===== src/hw/rtl/frb_pkg.sv =====
// ----------------------------------------------------------------------------
// frb_pkg
// Shared types, character codes and digit helpers for the radio frame builder.
// ----------------------------------------------------------------------------
package frb_pkg;

    localparam int IdBits    = 27;
    localparam int BcdBits   = 32;
    localparam int BcdSteps  = 4;
    localparam int BcdStages = 7;
    localparam int BinBits   = BcdSteps * BcdStages;
    localparam int FrameLen  = 41;
    localparam int LenBits   = 6;
    localparam int TdataBits = 80;

    localparam logic [IdBits-1:0]  IdMax      = 27'd99999999;
    localparam logic [IdBits-1:0]  OwnIdReset = 27'd40000000;
    localparam logic [LenBits-1:0] TermLen    = 6'd32;
    localparam logic [LenBits-1:0] GateLen    = 6'd41;

    localparam logic ModeTerm = 1'b0;
    localparam logic ModeGate = 1'b1;

    // sum of the fixed characters and of the '0' offsets of a terminal frame
    localparam logic [7:0] TermSumBase = 8'hC8;

    localparam logic [7:0] ChLbrace = 8'h7B;
    localparam logic [7:0] ChRbrace = 8'h7D;
    localparam logic [7:0] ChComma  = 8'h2C;
    localparam logic [7:0] ChG      = 8'h47;
    localparam logic [7:0] ChCr     = 8'h0D;
    localparam logic [7:0] ChLf     = 8'h0A;
    localparam logic [7:0] ChZero   = 8'h30;
    localparam logic [7:0] ChHexOfs = 8'h37;

    typedef logic [FrameLen-1:0][7:0] frame_t;

    typedef struct packed {
        logic              mode;
        logic [IdBits-1:0] tgt;
        logic [IdBits-1:0] own;
        logic [IdBits-1:0] dev;
        logic [7:0]        cnt;
        logic [7:0]        cmd;
        logic [6:0]        val;
    } item_t;

    typedef struct packed {
        logic               mode;
        logic [BinBits-1:0] tgt_bin;
        logic [BinBits-1:0] own_bin;
        logic [BinBits-1:0] dev_bin;
        logic [BcdBits-1:0] tgt_bcd;
        logic [BcdBits-1:0] own_bcd;
        logic [BcdBits-1:0] dev_bcd;
        logic [11:0]        cnt_bcd;
        logic [11:0]        cmd_bcd;
        logic [11:0]        val_bcd;
    } dd_t;

    typedef struct packed {
        logic   mode;
        frame_t bytes;
    } frm_t;

    function automatic logic [BcdBits-1:0] dd_step(input logic [BcdBits-1:0] b,
                                                   input logic bin_msb);
        logic [BcdBits-1:0] a;
        a = b;
        for (int i = 0; i < BcdBits / 4; i++) begin
            if (a[4*i +: 4] >= 4'd5) begin
                a[4*i +: 4] = a[4*i +: 4] + 4'd3;
            end
        end
        return {a[BcdBits-2:0], bin_msb};
    endfunction

    function automatic logic [11:0] bcd3(input logic [7:0] v);
        logic [11:0] a;
        a = '0;
        for (int k = 0; k < 8; k++) begin
            for (int i = 0; i < 3; i++) begin
                if (a[4*i +: 4] >= 4'd5) begin
                    a[4*i +: 4] = a[4*i +: 4] + 4'd3;
                end
            end
            a = {a[10:0], v[7-k]};
        end
        return a;
    endfunction

    function automatic logic [7:0] dig_char(input logic [3:0] d);
        return ChZero + {4'd0, d};
    endfunction

    function automatic logic [7:0] hex_char(input logic [3:0] n);
        return (n < 4'd10) ? (ChZero + {4'd0, n}) : (ChHexOfs + {4'd0, n});
    endfunction

    function automatic logic [6:0] dsum8(input logic [BcdBits-1:0] b);
        logic [6:0] s;
        s = '0;
        for (int i = 0; i < BcdBits / 4; i++) begin
            s = s + {3'd0, b[4*i +: 4]};
        end
        return s;
    endfunction

endpackage


===== src/hw/rtl/frb_front.sv =====
// ----------------------------------------------------------------------------
// frb_front
// Input register: holds own id, increments the terminal counter, saturates wide fields.
// ----------------------------------------------------------------------------
module frb_front import frb_pkg::*; (
    input  logic              aclk,
    input  logic              aresetn,
    input  logic              cfg_valid,
    output logic              cfg_ready,
    input  logic [IdBits-1:0] cfg_data,
    input  logic              in_valid,
    output logic              in_ready,
    input  item_t             in_item,
    output logic              out_valid,
    input  logic              out_ready,
    output item_t             out_item
);

    logic              vld_reg;
    item_t             item_reg;
    item_t             item_next;
    logic [IdBits-1:0] own_id_reg;

    assign cfg_ready = 1'b1;
    assign in_ready  = !vld_reg || out_ready;
    assign out_valid = vld_reg;
    assign out_item  = item_reg;

    always_comb begin
        item_next      = in_item;
        item_next.own  = (own_id_reg > IdMax) ? IdMax : own_id_reg;
        item_next.tgt  = (in_item.tgt > IdMax) ? IdMax : in_item.tgt;
        item_next.dev  = (in_item.dev > IdMax) ? IdMax : in_item.dev;
        if (in_item.mode == ModeTerm) begin
            item_next.cnt = in_item.cnt + 8'd1;
            item_next.cmd = (in_item.cmd > 8'd99) ? 8'd99 : in_item.cmd;
            item_next.val = (in_item.val > 7'd9) ? 7'd9 : in_item.val;
        end else begin
            item_next.val = (in_item.val > 7'd99) ? 7'd99 : in_item.val;
        end
    end

    always_ff @(posedge aclk) begin
        if (!aresetn) begin
            vld_reg    <= 1'b0;
            own_id_reg <= OwnIdReset;
        end else begin
            if (cfg_valid && cfg_ready) begin
                own_id_reg <= cfg_data;
            end
            if (in_ready) begin
                vld_reg <= in_valid;
            end
        end
        if (in_ready) begin
            item_reg <= item_next;
        end
    end

endmodule


===== src/hw/rtl/frb_bcd.sv =====
// ----------------------------------------------------------------------------
// frb_bcd
// Pipelined binary to decimal conversion of the three ids, four bits a stage.
// ----------------------------------------------------------------------------
module frb_bcd import frb_pkg::*; (
    input  logic  aclk,
    input  logic  aresetn,
    input  logic  in_valid,
    output logic  in_ready,
    input  item_t in_item,
    output logic  out_valid,
    input  logic  out_ready,
    output dd_t   out_dd
);

    logic [BcdStages-1:0] vld_reg;
    dd_t                  stg_reg  [BcdStages];
    dd_t                  stg_next [BcdStages];
    dd_t                  src_w    [BcdStages];
    logic                 up_vld   [BcdStages];
    logic                 rdy      [BcdStages+1];

    assign rdy[BcdStages] = out_ready;
    assign in_ready       = rdy[0];
    assign out_valid      = vld_reg[BcdStages-1];
    assign out_dd         = stg_reg[BcdStages-1];

    for (genvar s = 0; s < BcdStages; s++) begin : g_stg
        dd_t nxt;

        if (s == 0) begin : g_first
            always_comb begin
                src_w[s]         = '0;
                src_w[s].mode    = in_item.mode;
                src_w[s].tgt_bin = {{(BinBits-IdBits){1'b0}}, in_item.tgt};
                src_w[s].own_bin = {{(BinBits-IdBits){1'b0}}, in_item.own};
                src_w[s].dev_bin = {{(BinBits-IdBits){1'b0}}, in_item.dev};
                src_w[s].cnt_bcd = bcd3(in_item.cnt);
                src_w[s].cmd_bcd = bcd3(in_item.cmd);
                src_w[s].val_bcd = bcd3({1'b0, in_item.val});
            end
            assign up_vld[s] = in_valid;
        end else begin : g_rest
            assign src_w[s]  = stg_reg[s-1];
            assign up_vld[s] = vld_reg[s-1];
        end

        always_comb begin
            nxt = src_w[s];
            for (int k = 0; k < BcdSteps; k++) begin
                nxt.tgt_bcd = dd_step(nxt.tgt_bcd, nxt.tgt_bin[BinBits-1]);
                nxt.own_bcd = dd_step(nxt.own_bcd, nxt.own_bin[BinBits-1]);
                nxt.dev_bcd = dd_step(nxt.dev_bcd, nxt.dev_bin[BinBits-1]);
                nxt.tgt_bin = {nxt.tgt_bin[BinBits-2:0], 1'b0};
                nxt.own_bin = {nxt.own_bin[BinBits-2:0], 1'b0};
                nxt.dev_bin = {nxt.dev_bin[BinBits-2:0], 1'b0};
            end
        end

        assign stg_next[s] = nxt;
        assign rdy[s]      = !vld_reg[s] || rdy[s+1];
    end

    always_ff @(posedge aclk) begin
        for (int s = 0; s < BcdStages; s++) begin
            if (!aresetn) begin
                vld_reg[s] <= 1'b0;
            end else if (rdy[s]) begin
                vld_reg[s] <= up_vld[s];
            end
            if (rdy[s]) begin
                stg_reg[s] <= stg_next[s];
            end
        end
    end

endmodule


===== src/hw/rtl/frb_fmt.sv =====
// ----------------------------------------------------------------------------
// frb_fmt
// Frame assembly in two stages: lay out the characters, then add the terminal checksum.
// ----------------------------------------------------------------------------
module frb_fmt import frb_pkg::*; (
    input  logic aclk,
    input  logic aresetn,
    input  logic in_valid,
    output logic in_ready,
    input  dd_t  in_dd,
    output logic out_valid,
    input  logic out_ready,
    output frm_t out_frm
);

    logic       v1_reg;
    logic       v2_reg;
    logic       rdy1;
    logic       rdy2;
    logic       mode_reg;
    frame_t     bytes_reg;
    frame_t     bytes_next;
    logic [6:0] tsum_reg;
    logic [6:0] osum_reg;
    logic [5:0] ssum_reg;
    logic [5:0] ssum_next;
    frm_t       frm_reg;
    frm_t       frm_next;
    logic [7:0] sum8;

    assign rdy2      = !v2_reg || out_ready;
    assign rdy1      = !v1_reg || rdy2;
    assign in_ready  = rdy1;
    assign out_valid = v2_reg;
    assign out_frm   = frm_reg;

    assign ssum_next = {2'd0, in_dd.cnt_bcd[11:8]} + {2'd0, in_dd.cnt_bcd[7:4]}
                     + {2'd0, in_dd.cnt_bcd[3:0]} + {2'd0, in_dd.cmd_bcd[7:4]}
                     + {2'd0, in_dd.cmd_bcd[3:0]} + {2'd0, in_dd.val_bcd[3:0]};

    always_comb begin
        bytes_next = '0;
        if (in_dd.mode == ModeTerm) begin
            bytes_next[0] = ChLbrace;
            for (int i = 0; i < 8; i++) begin
                bytes_next[1+i]  = dig_char(in_dd.tgt_bcd[4*(7-i) +: 4]);
                bytes_next[10+i] = dig_char(in_dd.own_bcd[4*(7-i) +: 4]);
            end
            bytes_next[9]  = ChComma;
            bytes_next[18] = ChComma;
            for (int i = 0; i < 3; i++) begin
                bytes_next[19+i] = dig_char(in_dd.cnt_bcd[4*(2-i) +: 4]);
            end
            bytes_next[22] = ChComma;
            bytes_next[23] = dig_char(in_dd.cmd_bcd[7:4]);
            bytes_next[24] = dig_char(in_dd.cmd_bcd[3:0]);
            bytes_next[25] = ChComma;
            bytes_next[26] = dig_char(in_dd.val_bcd[3:0]);
            bytes_next[27] = ChRbrace;
        end else begin
            bytes_next[0] = ChG;
            bytes_next[1] = ChLbrace;
            for (int i = 0; i < 8; i++) begin
                bytes_next[2+i]  = dig_char(in_dd.tgt_bcd[4*(7-i) +: 4]);
                bytes_next[11+i] = dig_char(in_dd.own_bcd[4*(7-i) +: 4]);
                bytes_next[20+i] = dig_char(in_dd.dev_bcd[4*(7-i) +: 4]);
            end
            bytes_next[10] = ChComma;
            bytes_next[19] = ChComma;
            bytes_next[28] = ChComma;
            for (int i = 0; i < 3; i++) begin
                bytes_next[29+i] = dig_char(in_dd.cnt_bcd[4*(2-i) +: 4]);
                bytes_next[33+i] = dig_char(in_dd.cmd_bcd[4*(2-i) +: 4]);
            end
            bytes_next[32] = ChComma;
            bytes_next[36] = ChComma;
            bytes_next[37] = dig_char(in_dd.val_bcd[7:4]);
            bytes_next[38] = dig_char(in_dd.val_bcd[3:0]);
            bytes_next[39] = ChRbrace;
            bytes_next[40] = ChG;
        end
    end

    assign sum8 = TermSumBase + {1'b0, tsum_reg} + {1'b0, osum_reg} + {2'd0, ssum_reg};

    always_comb begin
        frm_next.mode  = mode_reg;
        frm_next.bytes = bytes_reg;
        if (mode_reg == ModeTerm) begin
            frm_next.bytes[28] = hex_char(sum8[7:4]);
            frm_next.bytes[29] = hex_char(sum8[3:0]);
            frm_next.bytes[30] = ChCr;
            frm_next.bytes[31] = ChLf;
        end
    end

    always_ff @(posedge aclk) begin
        if (!aresetn) begin
            v1_reg <= 1'b0;
            v2_reg <= 1'b0;
        end else begin
            if (rdy1) begin
                v1_reg <= in_valid;
            end
            if (rdy2) begin
                v2_reg <= v1_reg;
            end
        end
        if (rdy1) begin
            mode_reg  <= in_dd.mode;
            bytes_reg <= bytes_next;
            tsum_reg  <= dsum8(in_dd.tgt_bcd);
            osum_reg  <= dsum8(in_dd.own_bcd);
            ssum_reg  <= ssum_next;
        end
        if (rdy2) begin
            frm_reg <= frm_next;
        end
    end

endmodule


===== src/hw/rtl/frb_ser.sv =====
// ----------------------------------------------------------------------------
// frb_ser
// Output serializer: shifts a finished frame out one byte per word.
// ----------------------------------------------------------------------------
module frb_ser import frb_pkg::*; (
    input  logic       aclk,
    input  logic       aresetn,
    input  logic       in_valid,
    output logic       in_ready,
    input  frm_t       in_frm,
    output logic       m_tvalid,
    input  logic       m_tready,
    output logic [7:0] m_tdata,
    output logic       m_tlast
);

    frame_t             sh_reg;
    logic [LenBits-1:0] rem_reg;
    logic               busy;
    logic               last_out;

    assign busy     = (rem_reg != '0);
    assign last_out = (rem_reg == LenBits'(1));
    assign in_ready = !busy || (m_tready && last_out);
    assign m_tvalid = busy;
    assign m_tdata  = sh_reg[0];
    assign m_tlast  = last_out;

    always_ff @(posedge aclk) begin
        if (!aresetn) begin
            rem_reg <= '0;
        end else if (in_ready && in_valid) begin
            rem_reg <= (in_frm.mode == ModeTerm) ? TermLen : GateLen;
        end else if (busy && m_tready) begin
            rem_reg <= rem_reg - LenBits'(1);
        end
        if (in_ready && in_valid) begin
            sh_reg <= in_frm.bytes;
        end else if (busy && m_tready) begin
            sh_reg <= {8'd0, sh_reg[FrameLen-1:1]};
        end
    end

endmodule


===== src/hw/rtl/ascii_radio_frame_builder.sv =====
// The output serializer, moving one byte per word, sets the frame rate: a terminal
// frame is 32 bytes and a gateway frame 41; the front pipeline takes a word every
// cycle until it backs up behind the serializer.
// Reset: synchronous, active low; clears all valid bits and the byte count and
// loads own_id with 40000000.
// ----------------------------------------------------------------------------
// ascii_radio_frame_builder
// Builds terminal and gateway ASCII radio frames and streams them as bytes.
// ----------------------------------------------------------------------------
module ascii_radio_frame_builder import frb_pkg::*; (
    input  logic                 aclk,
    input  logic                 aresetn,
    input  logic                 cfg_valid,
    output logic                 cfg_ready,
    input  logic [IdBits-1:0]    cfg_data,   // own_id
    input  logic                 s_tvalid,
    output logic                 s_tready,
    // dest_addr[26:0], dev_addr[53:27], count_or_rssi[61:54], command[69:62],
    // value[76:70], zero[79:77]
    input  logic [TdataBits-1:0] s_tdata,
    input  logic                 s_tuser,    // mode
    output logic                 m_tvalid,
    input  logic                 m_tready,
    output logic [7:0]           m_tdata,    // frame_byte
    output logic                 m_tlast     // last
);

    item_t raw_item;
    item_t fe_item;
    logic  fe_valid;
    logic  fe_ready;
    dd_t   dd;
    logic  dd_valid;
    logic  dd_ready;
    frm_t  frm;
    logic  frm_valid;
    logic  frm_ready;

    always_comb begin
        raw_item.mode = s_tuser;
        raw_item.tgt  = s_tdata[26:0];
        raw_item.own  = '0;
        raw_item.dev  = s_tdata[53:27];
        raw_item.cnt  = s_tdata[61:54];
        raw_item.cmd  = s_tdata[69:62];
        raw_item.val  = s_tdata[76:70];
    end

    frb_front u_front (
        .aclk      (aclk),
        .aresetn   (aresetn),
        .cfg_valid (cfg_valid),
        .cfg_ready (cfg_ready),
        .cfg_data  (cfg_data),
        .in_valid  (s_tvalid),
        .in_ready  (s_tready),
        .in_item   (raw_item),
        .out_valid (fe_valid),
        .out_ready (fe_ready),
        .out_item  (fe_item)
    );

    frb_bcd u_bcd (
        .aclk      (aclk),
        .aresetn   (aresetn),
        .in_valid  (fe_valid),
        .in_ready  (fe_ready),
        .in_item   (fe_item),
        .out_valid (dd_valid),
        .out_ready (dd_ready),
        .out_dd    (dd)
    );

    frb_fmt u_fmt (
        .aclk      (aclk),
        .aresetn   (aresetn),
        .in_valid  (dd_valid),
        .in_ready  (dd_ready),
        .in_dd     (dd),
        .out_valid (frm_valid),
        .out_ready (frm_ready),
        .out_frm   (frm)
    );

    frb_ser u_ser (
        .aclk     (aclk),
        .aresetn  (aresetn),
        .in_valid (frm_valid),
        .in_ready (frm_ready),
        .in_frm   (frm),
        .m_tvalid (m_tvalid),
        .m_tready (m_tready),
        .m_tdata  (m_tdata),
        .m_tlast  (m_tlast)
    );

endmodule


===== config.mk =====
export PLATFORM = sky130hd
export DESIGN_NAME = ascii_radio_frame_builder
export DESIGN_NICKNAME = d
export VERILOG_FILES = /design/src/hw/rtl/frb_pkg.sv /design/src/hw/rtl/frb_front.sv /design/src/hw/rtl/frb_bcd.sv /design/src/hw/rtl/frb_fmt.sv /design/src/hw/rtl/frb_ser.sv /design/src/hw/rtl/ascii_radio_frame_builder.sv
export SDC_FILE = /design/constraint.sdc
export NUM_CORES = 2
export LEC_CHECK = 0
export BUFFER_PORTS_ARGS = -buffer_cell sky130_fd_sc_hd__buf_2
export CAP_MARGIN = 5
export CELL_PAD_IN_SITES_DETAIL_PLACEMENT = 2
export CELL_PAD_IN_SITES_GLOBAL_PLACEMENT = 2
export CORE_MARGIN = 3
export CORE_UTILIZATION = 40
export DETAILED_ROUTE_END_ITERATION = 8
export GPL_ROUTABILITY_DRIVEN = 0
export PLACE_DENSITY = 0.78
export SLEW_MARGIN = 15
export SYNTH_ARGS = -nofsm -noshare
export SYNTH_HDL_FRONTEND = slang
export SYNTH_SLANG_ARGS = --single-unit

===== constraint.sdc =====
create_clock -name aclk -period 7.18 [get_ports aclk]
set_input_delay 0.359 -clock aclk [delete_from_list [all_inputs] [get_ports aclk]]
set_output_delay 0.359 -clock aclk [all_outputs]
set_load 0.01 [all_outputs]

==> results by group <==
Setup path
  – Levels on crit path: 20
  – Worst-path maximum fanout: 8
  – Worst Path Required: 7.70 ns
  – Worst Setup SP: u_front.out_item[21]
  – Critical path buffer and inverter count: 2
  – Max stage delay on crit path: 0.48 ns
  – Worst setup path category: reg2reg
  – CP arrival: 6.40 ns
  – Critical-path cell list: inv_1 -> ha_1 -> o21ai_1 -> xnor2_1 -> ha_1 -> nand2b_1 -> a32oi_1 -> xnor2_1 -> inv_1 -> ha_1 -> nor2b_1 -> nor2_1 -> a211o_1 -> nor2_1 -> o2111ai_1 -> xnor2_1 -> ha_1 -> maj3_1 -> mux2i_1 -> mux2i_1
  – Worst-case reg-to-reg path depth: 20
  – Startpoint Class: flip-flop
  – Crit Reg-Reg Startpoint: u_front.out_item[21]
  – Crit. End Element: flip-flop
  – Slowest cell on the critical path: edfxtp_1
  – R2R Setup Slk: 1.30 ns
  – Top delay family on crit path: adder cells
  – Crit-path most repeated cell: ha_1

Cells and area
  – Area occupied by multi-input gates: 42,700 um^2
  – Layout net count: 9,378
  – Fraction of layout cells with a size suffix above 1: 0.0971
  – Max reg flops: 851
  – Sequential Area: 47,200 um^2
  – Fill count: 23,100
  – Final Util: 0.453
  – Layout area overhead: 12.2%
  – Layout Cells excl Fill: 11,600

Placement
  – Number of port buffers: 119
  – Placed cells: 11,200
  – DP Wirelength: 181 mm

STA
  – Tcrit/Tclk final: 0.819
  – Final Max Tran Viols: 0
  – Min Hold Slack: 0.177 ns
  – F_max: 0.170 GHz
  – Slew @ Worst Pin: 1.14 ns
  – Relative slew slack: 0.222
  – # setup viols final: 0
  – Setup TNS Final: 0 ns
  – Hold Fails Final Rpt: 0
  – Fin crit period: 5.88 ns
  – Layout Skew: 0.0380 ns
  – RSZ-0062 raised after global routing: no

Synthesis
  – Cells taking the most area after synthesis: edfxtp_1 50%, ha_1 10%, mux2i_1 4.7%, mux2_2 3.2%, inv_1 3.1%
  – Top cells by count, synth: 1,543 x edfxtp_1, 771 x inv_1, 754 x nand2_1
  – Synthesized net count: 9,048
  – Synth top area share: 0.497
  – Warnings from Yosys: 0
  – Asr flop ratio synth: 0
  – Register area share after synthesis: 0.506
  – Synth Cell Area: 93,200 um^2
  – Cell variety after synth: 102
  – #FFs+latches synth: 1,586
  – Syn_area_per_cell: 11.5 um^2
  – Post-synth top area cell: edfxtp_1
  – Mapped Cells: 8,131
  – Post-synth EDFFs: 1,543
  – Most common cell in the netlist: edfxtp_1
  – Most used DFF post-synth: edfxtp_1

Floorplanning
  – Die area: 239,000 um^2
  – Core region area: 231,000 um^2
  – Die H: 489 um
  – Die X: 489 um
  – Initial Utilization: 0.404
  – Boundary pin count: 125
  – Row count: 176

Clock network
  – TritonCTS clock tree: yes
  – Post-CTS Setup Inserts: 0
  – Clock Sinks: 1,586
  – Clock-pin slew on the worst setup and hold paths: 0.06 ns
  – Number of CTS-inserted buffers: 180
  – Worst-Skew Late Latency: 0.82 ns
  – Max Buffers Root-to-Sink: 3
  – Hold Buf Count CTS: 112
  – Htree depth: 4
  – PostCTS Resize Cnt: 0
  – Root Buffer Master: clkbuf_16

Routing
  – WL met3: 7.47 mm
  – WL per Instance: 22.1 um
  – DR vias/cell: 5.42
  – Via Count: 63,100
  – WL met2: 137 mm
  – DRC: 0
  – Highest Signal Layer: met5
  – Routed Antenna Nets: 0
  – Post-Route M1 WL: 104 mm
  – Initial DRC count: 3,164
  – WL final: 257 mm
  – DRT Pass-1 Iters: 7

Min path
  – Hold WC Path Type: in2reg
  – Hold Crit Start: m_tready
  – Hold Path Depth: 4

GRT
  – Pin count of the biggest net entering global routing: 158
  – Initial antenna violation count: 10
  – Tot GR Track Use: 0.214
  – Overflow after GRT: 0
  – Vias in the first global route: 72,200
  – First-pass GRT wire length: 409 mm

Job
  – Max_cap viols: 0

Status
  – Outcome: completed
-- cells by family after synthesis --
| family | after synthesis | share of synthesized area |
|---|---|---|
| multiplexers | 712 | 0.0802 |
| XOR/XNOR | 373 | 0.0351 |
| adder cells (fa/ha/maj) | 805 | 0.113 |
| flip-flops | 1586 | 0.506 |
| buffers and inverters | 883 | 0.0361 |
| AND/OR/NAND/NOR | 2305 | 0.126 |
| other | 2 | 0.0000806 |
| AO/OA/AOI/OAI | 1465 | 0.104 |
-- cells in the final DEF, fill, tap and decap left out, types with 43 or more instances in the layout --
master | netlist | routed
and2_1 | 91 | 90
mux2_2 | 264 | 264
a31oi_1 | 56 | 56
dfxtp_1 | 43 | 43
nand2_1 | 754 | 749
clkbuf_16 | 0 | 183
nand2b_1 | 335 | 335
mux2i_1 | 439 | 439
xor2_1 | 59 | 59
a21o_1 | 95 | 95
o21ai_0 | 252 | 252
nor3b_1 | 95 | 95
fa_1 | 58 | 58
o21ai_1 | 90 | 90
a211oi_1 | 51 | 51
xnor2_1 | 314 | 314
nor2b_1 | 276 | 276
inv_1 | 771 | 764
o211ai_1 | 62 | 62
or2_2 | 116 | 116
dlygate4sd3_1 | 0 | 112
a21oi_1 | 381 | 380
buf_2 | 2 | 119
nor2_1 | 347 | 347
nor3_1 | 104 | 104
ha_1 | 746 | 746
o21a_1 | 63 | 63
edfxtp_1 | 1543 | 1543
-- layout make-up --
cell class / count / area share
tap: 3026 / 0.0362
multi-input combinational: 5662 / 0.408
timing repair buffer: 256 / 0.0191
antenna: 3 / 0.0000718
sequential: 1586 / 0.451
clock buffer: 227 / 0.0459
inverter: 775 / 0.0281
clock inverter: 96 / 0.0111
-- path summary, 6_finish.rpt --
| path | endpoint |
|---|---|
| setup / recovery | u_bcd.stg_reg[0][29] |
| hold / removal | u_ser.rem_reg[1] |
| setup reg to reg | u_bcd.stg_reg[0][29] |
| hold reg to reg | u_fmt.out_frm[195] |
-- metrics by stage --
stage                     setup slack, ns  cell area [um^2]
final                                1.30            105000
after global routing                0.816            105000
after CTS                            1.24            105000
after detailed placement             1.30             97500
after global placement               1.77             97500
after floorplan                      1.26             93200
-- layer usage --
layer  vias to the layer above  GRT usage
li1                      29700          -
met3                       447     0.0280
met5                         -          0
met1                     32000      0.245
met2                       905      0.406
met4                         2     0.0700
-- tightest hold or removal path, cell delays in order --
cell and delay, ns:
buf_2 0.09, mux2i_1 0.22, a21oi_1 0.22, nor2b_1 0.05
Power is left out: the tool's default activity adds up to more than one toggle a clock period on the data nets, which glitch-free logic cannot reach.
